$ cat config.mk
export PLATFORM = sky130hd
export DESIGN_NAME = eth_ipv4_l4_header_parser
export DESIGN_NICKNAME = d
export VERILOG_FILES = /design/src/rtl/ehp_pkg.sv /design/src/rtl/ehp_in_stage.sv /design/src/rtl/ehp_capture.sv /design/src/rtl/ehp_out_reg.sv /design/src/rtl/eth_ipv4_l4_header_parser.sv
export SDC_FILE = /design/constraint.sdc
export NUM_CORES = 1
export LEC_CHECK = 0
export ABC_CLOCK_PERIOD_IN_PS = 10200
export BUFFER_PORTS_ARGS = -buffer_cell sky130_fd_sc_hd__buf_2
export CAP_MARGIN = 20
export CORE_MARGIN = 8
export CORE_UTILIZATION = 45
export DETAILED_ROUTE_END_ITERATION = 7
export PLACE_DENSITY = 0.61
export SYNTH_ARGS = -nofsm -noshare
export SYNTH_HDL_FRONTEND = slang
export SYNTH_HIERARCHICAL = 1
export SYNTH_SLANG_ARGS = --single-unit
$ cat constraint.sdc
create_clock -name clk -period 10.2 [get_ports clk]
set_input_delay 0 -clock clk [delete_from_list [all_inputs] [get_ports clk]]
set_output_delay 0 -clock clk [all_outputs]
set_load 0.01 [all_outputs]
$ cat src/rtl/ehp_pkg.sv
// Shared types and constants for the Ethernet/IPv4/TCP-UDP header parser.
// No dependencies; imported by every module of the block.
package ehp_pkg;

  // Frame bytes at or beyond this position are not captured; the position counter holds there.
  localparam int MAX_FRAME_BYTES = 2048;
  localparam int POS_W           = $clog2(MAX_FRAME_BYTES + 1);

  // Byte positions within the frame
  localparam int POS_ETYPE_HI = 12;
  localparam int POS_ETYPE_LO = 13;
  localparam int POS_VER_IHL  = 14;
  localparam int POS_TTL      = 22;
  localparam int POS_PROTO    = 23;
  localparam int POS_ADDR     = 26;
  localparam int ADDR_BYTES   = 8;

  // Offsets within the transport header
  localparam int TP_SPORT_HI = 0;
  localparam int TP_SPORT_LO = 1;
  localparam int TP_DPORT_HI = 2;
  localparam int TP_DPORT_LO = 3;
  localparam int TP_ULEN_HI  = 4;
  localparam int TP_ULEN_LO  = 5;
  localparam int TP_FLAGS    = 13;
  localparam int TP_WIN_HI   = 14;
  localparam int TP_WIN_LO   = 15;

  localparam logic [15:0] ETYPE_IPV4 = 16'h0800;
  localparam logic [15:0] ETYPE_ARP  = 16'h0806;
  localparam logic [7:0]  PROTO_TCP  = 8'h06;
  localparam logic [7:0]  PROTO_UDP  = 8'h11;
  localparam logic [7:0]  IHL_MASK   = 8'h0f;
  localparam logic [7:0]  VER_MASK   = 8'hf0;

  localparam logic [1:0] CLASS_OTHER = 2'd0;
  localparam logic [1:0] CLASS_IPV4  = 2'd1;
  localparam logic [1:0] CLASS_ARP   = 2'd2;

  localparam logic [1:0] KIND_NONE = 2'd0;
  localparam logic [1:0] KIND_TCP  = 2'd1;
  localparam logic [1:0] KIND_UDP  = 2'd2;

  localparam int RESULT_W   = 148;
  localparam int OUT_TDATA_W = ((RESULT_W + 7) / 8) * 8;

  typedef struct packed {
    logic       last_byte;
    logic [7:0] data_byte;
  } in_item_t;

  // Declared last field first so that frame_class lands in the lowest bits.
  typedef struct packed {
    logic [15:0] window_or_length;
    logic [5:0]  tcp_flags;
    logic [15:0] dest_port;
    logic [15:0] source_port;
    logic [31:0] dest_address;
    logic [31:0] source_address;
    logic [7:0]  ip_protocol;
    logic [7:0]  time_to_live;
    logic [5:0]  ip_header_bytes;
    logic [3:0]  ip_version;
    logic [1:0]  transport_kind;
    logic [1:0]  frame_class;
  } result_t;

endpackage

$ cat src/rtl/ehp_in_stage.sv
// Input register of the header parser: holds one frame byte until the capture stage takes it.
// Depends on ehp_pkg.
module ehp_in_stage (
  input  logic            clk,
  input  logic            rst_n,
  input  logic            in_valid,
  output logic            in_ready,
  input  ehp_pkg::in_item_t in_item,
  input  logic            take,
  output logic            hold_valid,
  output ehp_pkg::in_item_t hold_item
);
  import ehp_pkg::*;

  logic     valid_r, valid_nxt;
  in_item_t item_r;

  // Accept whenever the register is empty or drains this cycle.
  assign in_ready = !valid_r || take;

  always_comb begin
    valid_nxt = valid_r;
    if (in_valid && in_ready) begin
      valid_nxt = 1'b1;
    end else if (take) begin
      valid_nxt = 1'b0;
    end
  end

  always_ff @(posedge clk) begin
    if (!rst_n) begin
      valid_r <= 1'b0;
    end else begin
      valid_r <= valid_nxt;
    end
  end

  always_ff @(posedge clk) begin
    if (in_valid && in_ready) begin
      item_r <= in_item;
    end
  end

  assign hold_valid = valid_r;
  assign hold_item  = item_r;

endmodule

$ cat src/rtl/ehp_capture.sv
// Capture stage: byte position counter, captured header fields and result decode.
// Depends on ehp_pkg.
module ehp_capture (
  input  logic              clk,
  input  logic              rst_n,
  input  logic              take,
  input  ehp_pkg::in_item_t item,
  output ehp_pkg::result_t  result
);
  import ehp_pkg::*;

  logic [POS_W-1:0] pos_r, pos_nxt, cap_pos;
  logic [15:0]      etype_r, etype_nxt, cap_etype;
  logic [7:0]       ver_r, ver_nxt, cap_ver;
  logic [15:0]      ttlp_r, ttlp_nxt, cap_ttlp;
  logic [63:0]      addr_r, addr_nxt, cap_addr;
  logic [15:0]      sport_r, sport_nxt, cap_sport;
  logic [15:0]      dport_r, dport_nxt, cap_dport;
  logic [15:0]      wl_r, wl_nxt, cap_wl;
  logic [5:0]       flags_r, flags_nxt, cap_flags;

  logic [6:0]       tp_start;
  logic [POS_W-1:0] tp_off;
  logic             in_range;
  logic [7:0]       b;
  logic [7:0]       proto;
  logic [1:0]       fclass;
  logic [1:0]       tkind;

  assign b        = item.data_byte;
  assign in_range = pos_r < POS_W'(MAX_FRAME_BYTES);

  // Apply this byte to the captured fields.
  always_comb begin
    cap_pos   = pos_r;
    cap_etype = etype_r;
    cap_ver   = ver_r;
    cap_ttlp  = ttlp_r;
    cap_addr  = addr_r;
    cap_sport = sport_r;
    cap_dport = dport_r;
    cap_wl    = wl_r;
    cap_flags = flags_r;
    tp_start  = 7'd0;
    tp_off    = '0;
    if (in_range) begin
      cap_pos = pos_r + POS_W'(1);
      if (pos_r == POS_W'(POS_ETYPE_HI)) cap_etype[15:8] = b;
      if (pos_r == POS_W'(POS_ETYPE_LO)) cap_etype[7:0]  = b;
      if (pos_r == POS_W'(POS_VER_IHL))  cap_ver         = b;
      if (pos_r == POS_W'(POS_TTL))      cap_ttlp[15:8]  = b;
      if (pos_r == POS_W'(POS_PROTO))    cap_ttlp[7:0]   = b;
      for (int k = 0; k < ADDR_BYTES; k++) begin
        if (pos_r == POS_W'(POS_ADDR + k)) cap_addr[63 - 8 * k -: 8] = b;
      end
      // Transport header starts after the IP header, using IHL as captured so far.
      tp_start = 7'(POS_VER_IHL) + {1'b0, 4'(cap_ver & IHL_MASK), 2'b00};
      if (pos_r >= POS_W'(tp_start)) begin
        tp_off = pos_r - POS_W'(tp_start);
        case (tp_off)
          POS_W'(TP_SPORT_HI): cap_sport[15:8] = b;
          POS_W'(TP_SPORT_LO): cap_sport[7:0]  = b;
          POS_W'(TP_DPORT_HI): cap_dport[15:8] = b;
          POS_W'(TP_DPORT_LO): cap_dport[7:0]  = b;
          POS_W'(TP_ULEN_HI):  if (cap_ttlp[7:0] == PROTO_UDP) cap_wl[15:8] = b;
          POS_W'(TP_ULEN_LO):  if (cap_ttlp[7:0] == PROTO_UDP) cap_wl[7:0]  = b;
          POS_W'(TP_FLAGS):    cap_flags = b[5:0];
          POS_W'(TP_WIN_HI):   if (cap_ttlp[7:0] == PROTO_TCP) cap_wl[15:8] = b;
          POS_W'(TP_WIN_LO):   if (cap_ttlp[7:0] == PROTO_TCP) cap_wl[7:0]  = b;
          default: ;
        endcase
      end
    end
  end

  // Decode the result from the fields including this byte.
  assign proto = cap_ttlp[7:0];

  always_comb begin
    if (cap_etype == ETYPE_IPV4) begin
      fclass = CLASS_IPV4;
    end else if (cap_etype == ETYPE_ARP) begin
      fclass = CLASS_ARP;
    end else begin
      fclass = CLASS_OTHER;
    end
    tkind = KIND_NONE;
    if (fclass == CLASS_IPV4) begin
      if (proto == PROTO_TCP) begin
        tkind = KIND_TCP;
      end else if (proto == PROTO_UDP) begin
        tkind = KIND_UDP;
      end
    end
  end

  always_comb begin
    result.frame_class      = fclass;
    result.transport_kind   = tkind;
    result.ip_version       = 4'((cap_ver & VER_MASK) >> 4);
    result.ip_header_bytes  = {cap_ver[3:0], 2'b00};
    result.time_to_live     = cap_ttlp[15:8];
    result.ip_protocol      = proto;
    result.source_address   = cap_addr[63:32];
    result.dest_address     = cap_addr[31:0];
    result.source_port      = (tkind != KIND_NONE) ? cap_sport : 16'd0;
    result.dest_port        = (tkind != KIND_NONE) ? cap_dport : 16'd0;
    result.tcp_flags        = (tkind == KIND_TCP) ? cap_flags : 6'd0;
    result.window_or_length = (tkind != KIND_NONE) ? cap_wl : 16'd0;
  end

  // Hold when idle, commit on a byte, drop back to reset after the last byte.
  always_comb begin
    pos_nxt   = pos_r;
    etype_nxt = etype_r;
    ver_nxt   = ver_r;
    ttlp_nxt  = ttlp_r;
    addr_nxt  = addr_r;
    sport_nxt = sport_r;
    dport_nxt = dport_r;
    wl_nxt    = wl_r;
    flags_nxt = flags_r;
    if (take) begin
      if (item.last_byte) begin
        pos_nxt   = '0;
        etype_nxt = '0;
        ver_nxt   = '0;
        ttlp_nxt  = '0;
        addr_nxt  = '0;
        sport_nxt = '0;
        dport_nxt = '0;
        wl_nxt    = '0;
        flags_nxt = '0;
      end else begin
        pos_nxt   = cap_pos;
        etype_nxt = cap_etype;
        ver_nxt   = cap_ver;
        ttlp_nxt  = cap_ttlp;
        addr_nxt  = cap_addr;
        sport_nxt = cap_sport;
        dport_nxt = cap_dport;
        wl_nxt    = cap_wl;
        flags_nxt = cap_flags;
      end
    end
  end

  always_ff @(posedge clk) begin
    if (!rst_n) begin
      pos_r   <= '0;
      etype_r <= '0;
      ver_r   <= '0;
      ttlp_r  <= '0;
      addr_r  <= '0;
      sport_r <= '0;
      dport_r <= '0;
      wl_r    <= '0;
      flags_r <= '0;
    end else begin
      pos_r   <= pos_nxt;
      etype_r <= etype_nxt;
      ver_r   <= ver_nxt;
      ttlp_r  <= ttlp_nxt;
      addr_r  <= addr_nxt;
      sport_r <= sport_nxt;
      dport_r <= dport_nxt;
      wl_r    <= wl_nxt;
      flags_r <= flags_nxt;
    end
  end

endmodule

$ cat src/rtl/ehp_out_reg.sv
// Result register of the header parser: holds one decoded result until the sink takes it.
// Depends on ehp_pkg.
module ehp_out_reg (
  input  logic             clk,
  input  logic             rst_n,
  input  logic             load,
  input  ehp_pkg::result_t result,
  output logic             out_valid,
  input  logic             out_ready,
  output ehp_pkg::result_t out_result
);
  import ehp_pkg::*;

  logic    valid_r, valid_nxt;
  result_t result_r;

  always_comb begin
    valid_nxt = valid_r;
    if (load) begin
      valid_nxt = 1'b1;
    end else if (out_ready) begin
      valid_nxt = 1'b0;
    end
  end

  always_ff @(posedge clk) begin
    if (!rst_n) begin
      valid_r <= 1'b0;
    end else begin
      valid_r <= valid_nxt;
    end
  end

  always_ff @(posedge clk) begin
    if (load) begin
      result_r <= result;
    end
  end

  assign out_valid  = valid_r;
  assign out_result = result_r;

endmodule

$ cat src/rtl/eth_ipv4_l4_header_parser.sv
// Top level of the Ethernet/IPv4/TCP-UDP header parser.
// Depends on ehp_pkg, ehp_in_stage, ehp_capture and ehp_out_reg.
//
// Frame bytes stream in on the in_ channel, one byte per transaction, starting at destination
// MAC byte 0, with in_tlast on the final byte. The parser accepts one byte every cycle: each
// byte passes an input register, then updates a saturating position counter and the captured
// header fields when the capture stage takes it. On the last byte one result transaction is
// written to the output register and all captured state returns to zero for the next frame;
// out_tvalid rises when that result enters the output register. The input side stalls only when a
// last byte reaches the capture stage while the previous result is still waiting on out_tready;
// ordinary bytes keep flowing while a result waits. Fields whose bytes the frame never reached
// read as zero, ports/window/length are zero unless the frame is IPv4 carrying TCP or UDP, and
// flags are zero unless TCP. Bytes at or beyond MAX_FRAME_BYTES are ignored.
module eth_ipv4_l4_header_parser (
  input  logic                            clk,
  input  logic                            rst_n,
  input  logic                            in_tvalid,
  output logic                            in_tready,
  input  logic [7:0]                      in_tdata,   // [7:0] data_byte
  input  logic                            in_tlast,   // last_byte
  output logic                            out_tvalid,
  input  logic                            out_tready,
  // [1:0] frame_class, [3:2] transport_kind, [7:4] ip_version, [13:8] ip_header_bytes,
  // [21:14] time_to_live, [29:22] ip_protocol, [61:30] source_address,
  // [93:62] dest_address, [109:94] source_port, [125:110] dest_port,
  // [131:126] tcp_flags, [147:132] window_or_length, [151:148] zero
  output logic [ehp_pkg::OUT_TDATA_W-1:0] out_tdata
);
  import ehp_pkg::*;

  in_item_t in_item;
  in_item_t hold_item;
  logic     hold_valid;
  logic     take;
  logic     load;
  result_t  core_result;
  result_t  out_result;

  assign in_item.data_byte = in_tdata;
  assign in_item.last_byte = in_tlast;

  // Advance the held byte unless it is a last byte and the result register cannot take it.
  assign take = hold_valid && !(hold_item.last_byte && out_tvalid && !out_tready);
  assign load = take && hold_item.last_byte;

  ehp_in_stage u_in_stage (
    .clk        (clk),
    .rst_n      (rst_n),
    .in_valid   (in_tvalid),
    .in_ready   (in_tready),
    .in_item    (in_item),
    .take       (take),
    .hold_valid (hold_valid),
    .hold_item  (hold_item)
  );

  ehp_capture u_capture (
    .clk    (clk),
    .rst_n  (rst_n),
    .take   (take),
    .item   (hold_item),
    .result (core_result)
  );

  ehp_out_reg u_out_reg (
    .clk        (clk),
    .rst_n      (rst_n),
    .load       (load),
    .result     (core_result),
    .out_valid  (out_tvalid),
    .out_ready  (out_tready),
    .out_result (out_result)
  );

  assign out_tdata = {(OUT_TDATA_W - RESULT_W)'(0), out_result};

`ifndef SYNTHESIS
  // A last byte held behind a stalled result must stay in the input register.
  a_last_held: assert property (@(posedge clk) disable iff (!rst_n)
    (hold_valid && hold_item.last_byte && out_tvalid && !out_tready) |=> hold_valid)
    else $error("last byte lost while result stalled");

  // Transport decoding only applies to IPv4 frames.
  a_kind_ipv4: assert property (@(posedge clk) disable iff (!rst_n)
    (out_tvalid && out_result.transport_kind != KIND_NONE) |->
      (out_result.frame_class == CLASS_IPV4))
    else $error("transport kind reported for non-IPv4 frame");

  // Flags are reported only for TCP.
  a_flags_tcp: assert property (@(posedge clk) disable iff (!rst_n)
    (out_tvalid && out_result.tcp_flags != 6'd0) |-> (out_result.transport_kind == KIND_TCP))
    else $error("tcp flags reported for non-TCP frame");

  // A result is written only when the result register is free or draining.
  a_no_overwrite: assert property (@(posedge clk) disable iff (!rst_n)
    load |-> (!out_tvalid || out_tready))
    else $error("result register overwritten");
`endif

endmodule
Word level (Yosys, flattened, before mapping)
Cells that the tools add are included.

storage, ports and cells
  output and inout bits = 154
  register bits after elaboration = 327

operators by class
  $add $sub $neg = 3
  $lt $le $gt $ge = 2
  equal/unequal tests = 29
  multiplexer cells = 57
  reduce and logical (&&, ||, !) cells = 15

operators by type and width
  cell                                                               number
  16-bit 2-to-1 mux                                                  13
  8-bit 2-to-1 mux                                                   25
  64-bit 2-to-1 mux                                                  2
  12-bit by 5-bit == test with 1-bit output, second input constant   8
  12-bit by 4-bit == test with 1-bit output, second input constant   6
  16-bit by 12-bit == test with 1-bit output, second input constant  2
  8-bit one-hot mux with 2 select lines                              2
  12-bit by 2-bit == test with 1-bit output, second input constant   2
  12-bit by 3-bit == test with 1-bit output, second input constant   2
  12-bit by 6-bit == test with 1-bit output, second input constant   2
  12-bit 2-to-1 mux                                                  2
  6-bit 2-to-1 mux                                                   4
  8-bit by 3-bit == test with 1-bit output, second input constant    2
  8-bit by 5-bit == test with 1-bit output, second input constant    2
  12-bit by 1-bit adder with 12-bit output, second input constant    1
  12-bit by 1-bit == test with 1-bit output, second input constant   1
  12-bit by 7-bit >= comparator with 1-bit output                    1
  12-bit logical NOT                                                 1
  12-bit < comparator, second input constant                         1
  12-bit by 7-bit subtractor with 12-bit output                      1
  2-bit 2-to-1 mux                                                   5
  2-bit nonzero test                                                 4
  4-bit by 6-bit adder with 7-bit output, first input constant       1
  1-bit logical AND                                                  5
  other kinds (5)                                                    11

Longest topological paths before layout
  depth in word-level cells = 10
  depth in mapped cells = 18

Modules after synthesis
Netlist, hierarchy kept.

modules (own cells, without submodules)
  module                     instances  area an instance (µm²)  cells an instance  seq. area each (µm²)
  ehp_capture                1          9146.3                  981                3403.3
  ehp_out_reg                1          4485.6                  151                4464.3
  ehp_in_stage               1          327.8                   14                 290.3
  eth_ipv4_l4_header_parser  1          66.3                    9                  0.0

Worst setup path before layout
No wires, ideal clock.

  kind = register to register
  from = reg u_in_stage.item_r (netlist bit u_in_stage/hold_item[8])
  to = reg u_out_reg.result_r (netlist bit u_out_reg/out_result[0]), enable pin
  cell stages (with the launch flop) = 3
  arrival time = 6707 ps
  path buffers = 0
  path slack = 2834 ps
  clock period less this slack = 7366 ps
  cell sequence = edfxtp_1 nand2_1 nor2_1

on the way
  cells in the longest elaborated chain, start to end = 5

ends and longest elaborated chain
  what                             line                             source
  from (decl)                      ehp_in_stage.sv:16               in_item_t item_r;
  from (signal assigned)           ehp_in_stage.sv:40               item_r <= in_item;
  1-bit logical AND (2 in series)  eth_ipv4_l4_header_parser.sv:43  assign take = hold_valid && !(hold_item.last_byte && out_tvalid && !out_tready);
  1-bit logical NOT                eth_ipv4_l4_header_parser.sv:43
  1-bit logical AND                eth_ipv4_l4_header_parser.sv:43
  1-bit logical AND *              eth_ipv4_l4_header_parser.sv:44  assign load = take && hold_item.last_byte;
  via load                         eth_ipv4_l4_header_parser.sv:35  logic load;
  to (signal assigned)             ehp_out_reg.sv:36                result_r <= result;
  to (decl)                        ehp_out_reg.sv:15                result_t result_r;

Mark *: on every way through the listed nets, which the timed path passes. The rest lies on a longest branch.
A chain may end at the register's enable or synchronous reset.

Final worst setup path
  from = reg u_capture.pos_r[7]
  to = reg u_capture.sport_r[9]

on the way
  cells in the longest elaborated chain, start to end = 10

ends and longest elaborated chain
  what                                           line                source
  from (decl)                                    ehp_capture.sv:12   logic [POS_W-1:0] pos_r, pos_nxt, cap_pos;
  from (signal assigned)                         ehp_capture.sv:160  pos_r <= pos_nxt;
  12-bit by 4-bit == test with 1-bit output      ehp_capture.sv:50   if (pos_r == POS_W'(POS_VER_IHL)) cap_ver = b;
  8-bit 2-to-1 mux                               ehp_capture.sv:50
  8-bit 2-to-1 mux                               ehp_capture.sv:46   if (in_range) begin
  4-bit by 6-bit adder with 7-bit output         ehp_capture.sv:57   tp_start = 7'(POS_VER_IHL) + {1'b0, 4'(cap_ver & IHL_MASK), 2'b00};
  12-bit by 7-bit subtractor with 12-bit output  ehp_capture.sv:59   tp_off = pos_r - POS_W'(tp_start);
  12-bit logical NOT                             ehp_capture.sv:60   case (tp_off)
  8-bit 2-to-1 mux                               ehp_capture.sv:60
  16-bit 2-to-1 mux                              ehp_capture.sv:58   if (pos_r >= POS_W'(tp_start)) begin
  16-bit 2-to-1 mux *                            ehp_capture.sv:46
  16-bit 2-to-1 mux *                            ehp_capture.sv:124  if (item.last_byte) begin
  to (signal assigned)                           ehp_capture.sv:165  sport_r <= sport_nxt;
  to (decl)                                      ehp_capture.sv:17   logic [15:0] sport_r, sport_nxt, cap_sport;

Mark *: on every way between the ends. The rest lies on a longest branch, timed or not. The select of a mux whose other input is x is not followed.

==> qor.txt <==
Period minus WS final -> 6.38 ns
Synth cell count leaders -> 172 x dfxtp_1, 157 x edfxtp_1, 83 x nor2b_1
CP Launch Type -> register
Post-DRT Antenna Nets -> 0
Vias -> 9455
Vias in the first global route -> 9383
# clock sinks -> 329
Buf/Inv on CP -> 0
I/O pin count -> 167
Starting Density -> 0.457
First-pass GRT wire length -> 54400 um
Maximum buffer depth of the clock tree -> 3
Top_reg_cell synth -> dfxtp_1
Placed insts -> 1638
Antenna cell count -> 0
Status -> completed
Multi-input gate area -> 0.00540 mm2
RSZ-0062 raised after global routing -> false
Cell Count, Final, Fillers Out -> 1716
Initial antenna violation count -> 0
Register area share after synthesis -> 0.582
Pre-CTS WS -> 3.93 ns
Worst path required time -> 10.57 ns
Placer congestion estimate -> 0.823
Arrival time worst endpoint -> 6.74 ns
DRT iter0 DRCs -> 742
Crit path largest cell delay -> 0.71 ns
Setup Viol. Count Final -> 0
Power per cell area -> 173 mW/mm2
Slew @ Worst Pin -> 1.10 ns
Stages on worst setup path -> 15
Post-Route WL -> 35100 um
Vias per cell -> 5.51
Post-Synthesis Cells -> 1155
Core Rows -> 64
Clock Root Buffer -> clkbuf_16
Path type of the worst setup path -> register to register
Final worst slack -> 3.82 ns
Slew Limit Fails -> 0
Synthesized area -> 0.0140 mm2
Number of synthesized flops with an enable pin -> 157
Rel. slew slack -> 0.265
Die ar. -> 0.0371 mm2
Post-CTS sizing -> 0
Synth Register Bits -> 329
Max cap viols -> 0
TritonRoute pass-1 iters -> 5
Top cell type's share of synthesized area -> 0.336
Core area -> 0.0307 mm2
Horiz. Die Dim -> 193 um
Synth unique cells -> 70
Die Y -> 193 um
Top cell type by total area after synthesis -> edfxtp_1
Worst Hold Class -> input pin to register
Port bufs -> 162
Final Hold Fails -> 0
CTS tree -> built
Crit end category -> register
Hold path endpoint -> u_in_stage/hold_item[6]$_DFFE_PP_
Most common cell in the netlist -> dfxtp_1
DP Wirelength -> 21800 um
Crit-path cells -> or4_4 > nor3_1 > nor3b_1 > nand2_1 > mux2i_1 > ha_1 > or3_1 > ha_1 > or3_1 > a2111oi_0 > a211oi_1 > a2111oi_4 > nand4_1 > a21oi_1 > o2bb2ai_1
Register Area -> 0.00816 mm2
Crit path launch -> u_capture/pos_r[7]$_SDFFE_PN0P_
Filler cell count -> 2653
Final worst-path cycle share -> 0.625
Hold-critical path depth -> 2
Area grow syn2layout -> 17.4%
CP max FO -> 14
CP top delay family -> simple AND/OR/NAND/NOR gates
Layout cells sized above 1 -> 0.259
GRT overflow -> 0
# DRC -> 0
Nets -> 1317
Worst VDD drop -> 122 uV
Tot GR Track Use -> 0.185
Hold Startpoint -> in_tdata[6]
Wire per inst -> 20.4 um
Max Clk Rate -> 0.157 GHz
Fin Setup TNS -> 0 ns
CTS Buf Count -> 36
Origin of the critical flop-to-flop path -> u_capture/pos_r[7]$_SDFFE_PN0P_
P_leak -> 6.71 nW
Worst reg2reg path depth -> 15
Clk_lat worst skew -> 0.51 ns
CP max stage cell -> a21oi_1
Worst Skew -> 0.0170 ns
Clock transition at path regs -> 0.06 ns
Largest net degree at the start of global routing -> 108
Htree depth -> 2
Worst r2r dst -> u_capture/sport_r[9]$_SDFFE_PN0P_
Ys Warns -> 6
Post-synth ARST share -> 0
Largest cells by area after synthesis -> edfxtp_1 34%, dfxtp_1 25%, mux2_2 6.4%
Syn Area/Cell -> 12.1 um2
Flop-to-flop setup slack -> 3.82 ns
==> per-layer routing <==
metal / global-route usage / vias up / wire [um]
met5: 0 / - / 0
met4: 0.0464 / 0 / 576
met3: 0.0378 / 49 / 2180
met2: 0.297 / 255 / 16500
met1: 0.253 / 4606 / 15800
li1: - / 4545 / -
==> layout by cell type, fill, tap and decap left out, types with 14 or more instances in the layout <==
cell type,Yosys,final
mux2i_1,62,62
o21ai_0,14,14
nor2_1,75,73
a22o_1,63,63
buf_2,9,161
edfxtp_1,157,157
and2_1,27,27
buf_4,6,17
a22oi_1,64,64
a32oi_1,16,16
clkbuf_16,0,38
nand4_1,18,18
mux2_2,80,80
dfxtp_1,172,172
nand3_1,21,21
inv_1,25,25
nand2_1,26,26
nor2b_1,83,83
==> cells by family (layout without fill, tap and decap cells) <==
| kind of cell | count (synthesis) | count (layout) | synth area share |
|---|---|---|---|
| xor+xnor | 12 | 12 | 0.00749 |
| flops | 329 | 329 | 0.582 |
| other cells | 2 | 6 | 0.000535 |
| buf+inv | 122 | 283 | 0.0367 |
| mux | 142 | 142 | 0.108 |
| fa+ha+maj | 12 | 12 | 0.0112 |
| simple gates | 321 | 321 | 0.131 |
| compound gates | 215 | 215 | 0.123 |
==> flip-flops by register name, summed over array words and instances, names as in the netlist <==
| register | cells |
|---|---|
| u_capture/addr_r | 64 |
| u_capture/dport_r | 16 |
| u_capture/etype_r | 16 |
| u_capture/flags_r | 6 |
| u_capture/pos_r | 12 |
| u_capture/sport_r | 16 |
| u_capture/ttlp_r | 16 |
| u_capture/ver_r | 8 |
| u_capture/wl_r | 16 |
| u_in_stage/hold_item | 9 |
| u_in_stage/hold_valid | 1 |
| u_out_reg/out_result | 148 |
| u_out_reg/out_valid | 1 |
==> worst max-delay path by stage <==
stage | end | slack, ns
2_1_floorplan | u_out_reg/out_result[0]$_DFFE_PP_ | 2.83
3_3_place_gp | u_capture/wl_r[10]$_SDFFE_PN0P_ | 4.06
3_5_place_dp | u_capture/sport_r[9]$_SDFFE_PN0P_ | 3.93
4_1_cts | u_capture/sport_r[9]$_SDFFE_PN0P_ | 3.92
5_1_grt | u_capture/sport_r[9]$_SDFFE_PN0P_ | 3.46
6_report | u_capture/sport_r[9]$_SDFFE_PN0P_ | 3.82
==> power breakdown <==
part | leakage (nW) | total (mW) | switching [mW] | internal [mW]
combinational | 3.07 | 0.121 | 0.0902 | 0.0303
clock | 0.597 | 1.33 | 0.511 | 0.820
sequential | 3.04 | 1.40 | 0.00700 | 1.39
total | 6.71 | 2.85 | 0.608 | 2.24
==> cell type report <==
class,instances,share of cell area
clock buffer,51,0.0638
clock inverter,15,0.0108
inverter,26,0.00600
multi-input combinational,708,0.328
sequential,329,0.496
tap,396,0.0301
timing repair buffer,191,0.0657
==> through the flow <==
step	hold WS [ns]	utilization	instance area, um2	total power [mW]
after detailed placement	0.182	0.493	15100	1.55
after global routing	0.208	0.537	16500	2.94
final	0.198	0.537	16500	2.85
after floorplan	0.0989	-	14000	1.50
after global placement	0.178	0.492	15100	1.54
after CTS	0.187	0.537	16500	2.88
==> repair_timing <==
action	in CTS	in global routing
hold buffers	12	0
buffers inserted	0	0
setup endpoints to repair	0	0
hold endpoints to repair	20	0
(Power assumes the default switching activity.)
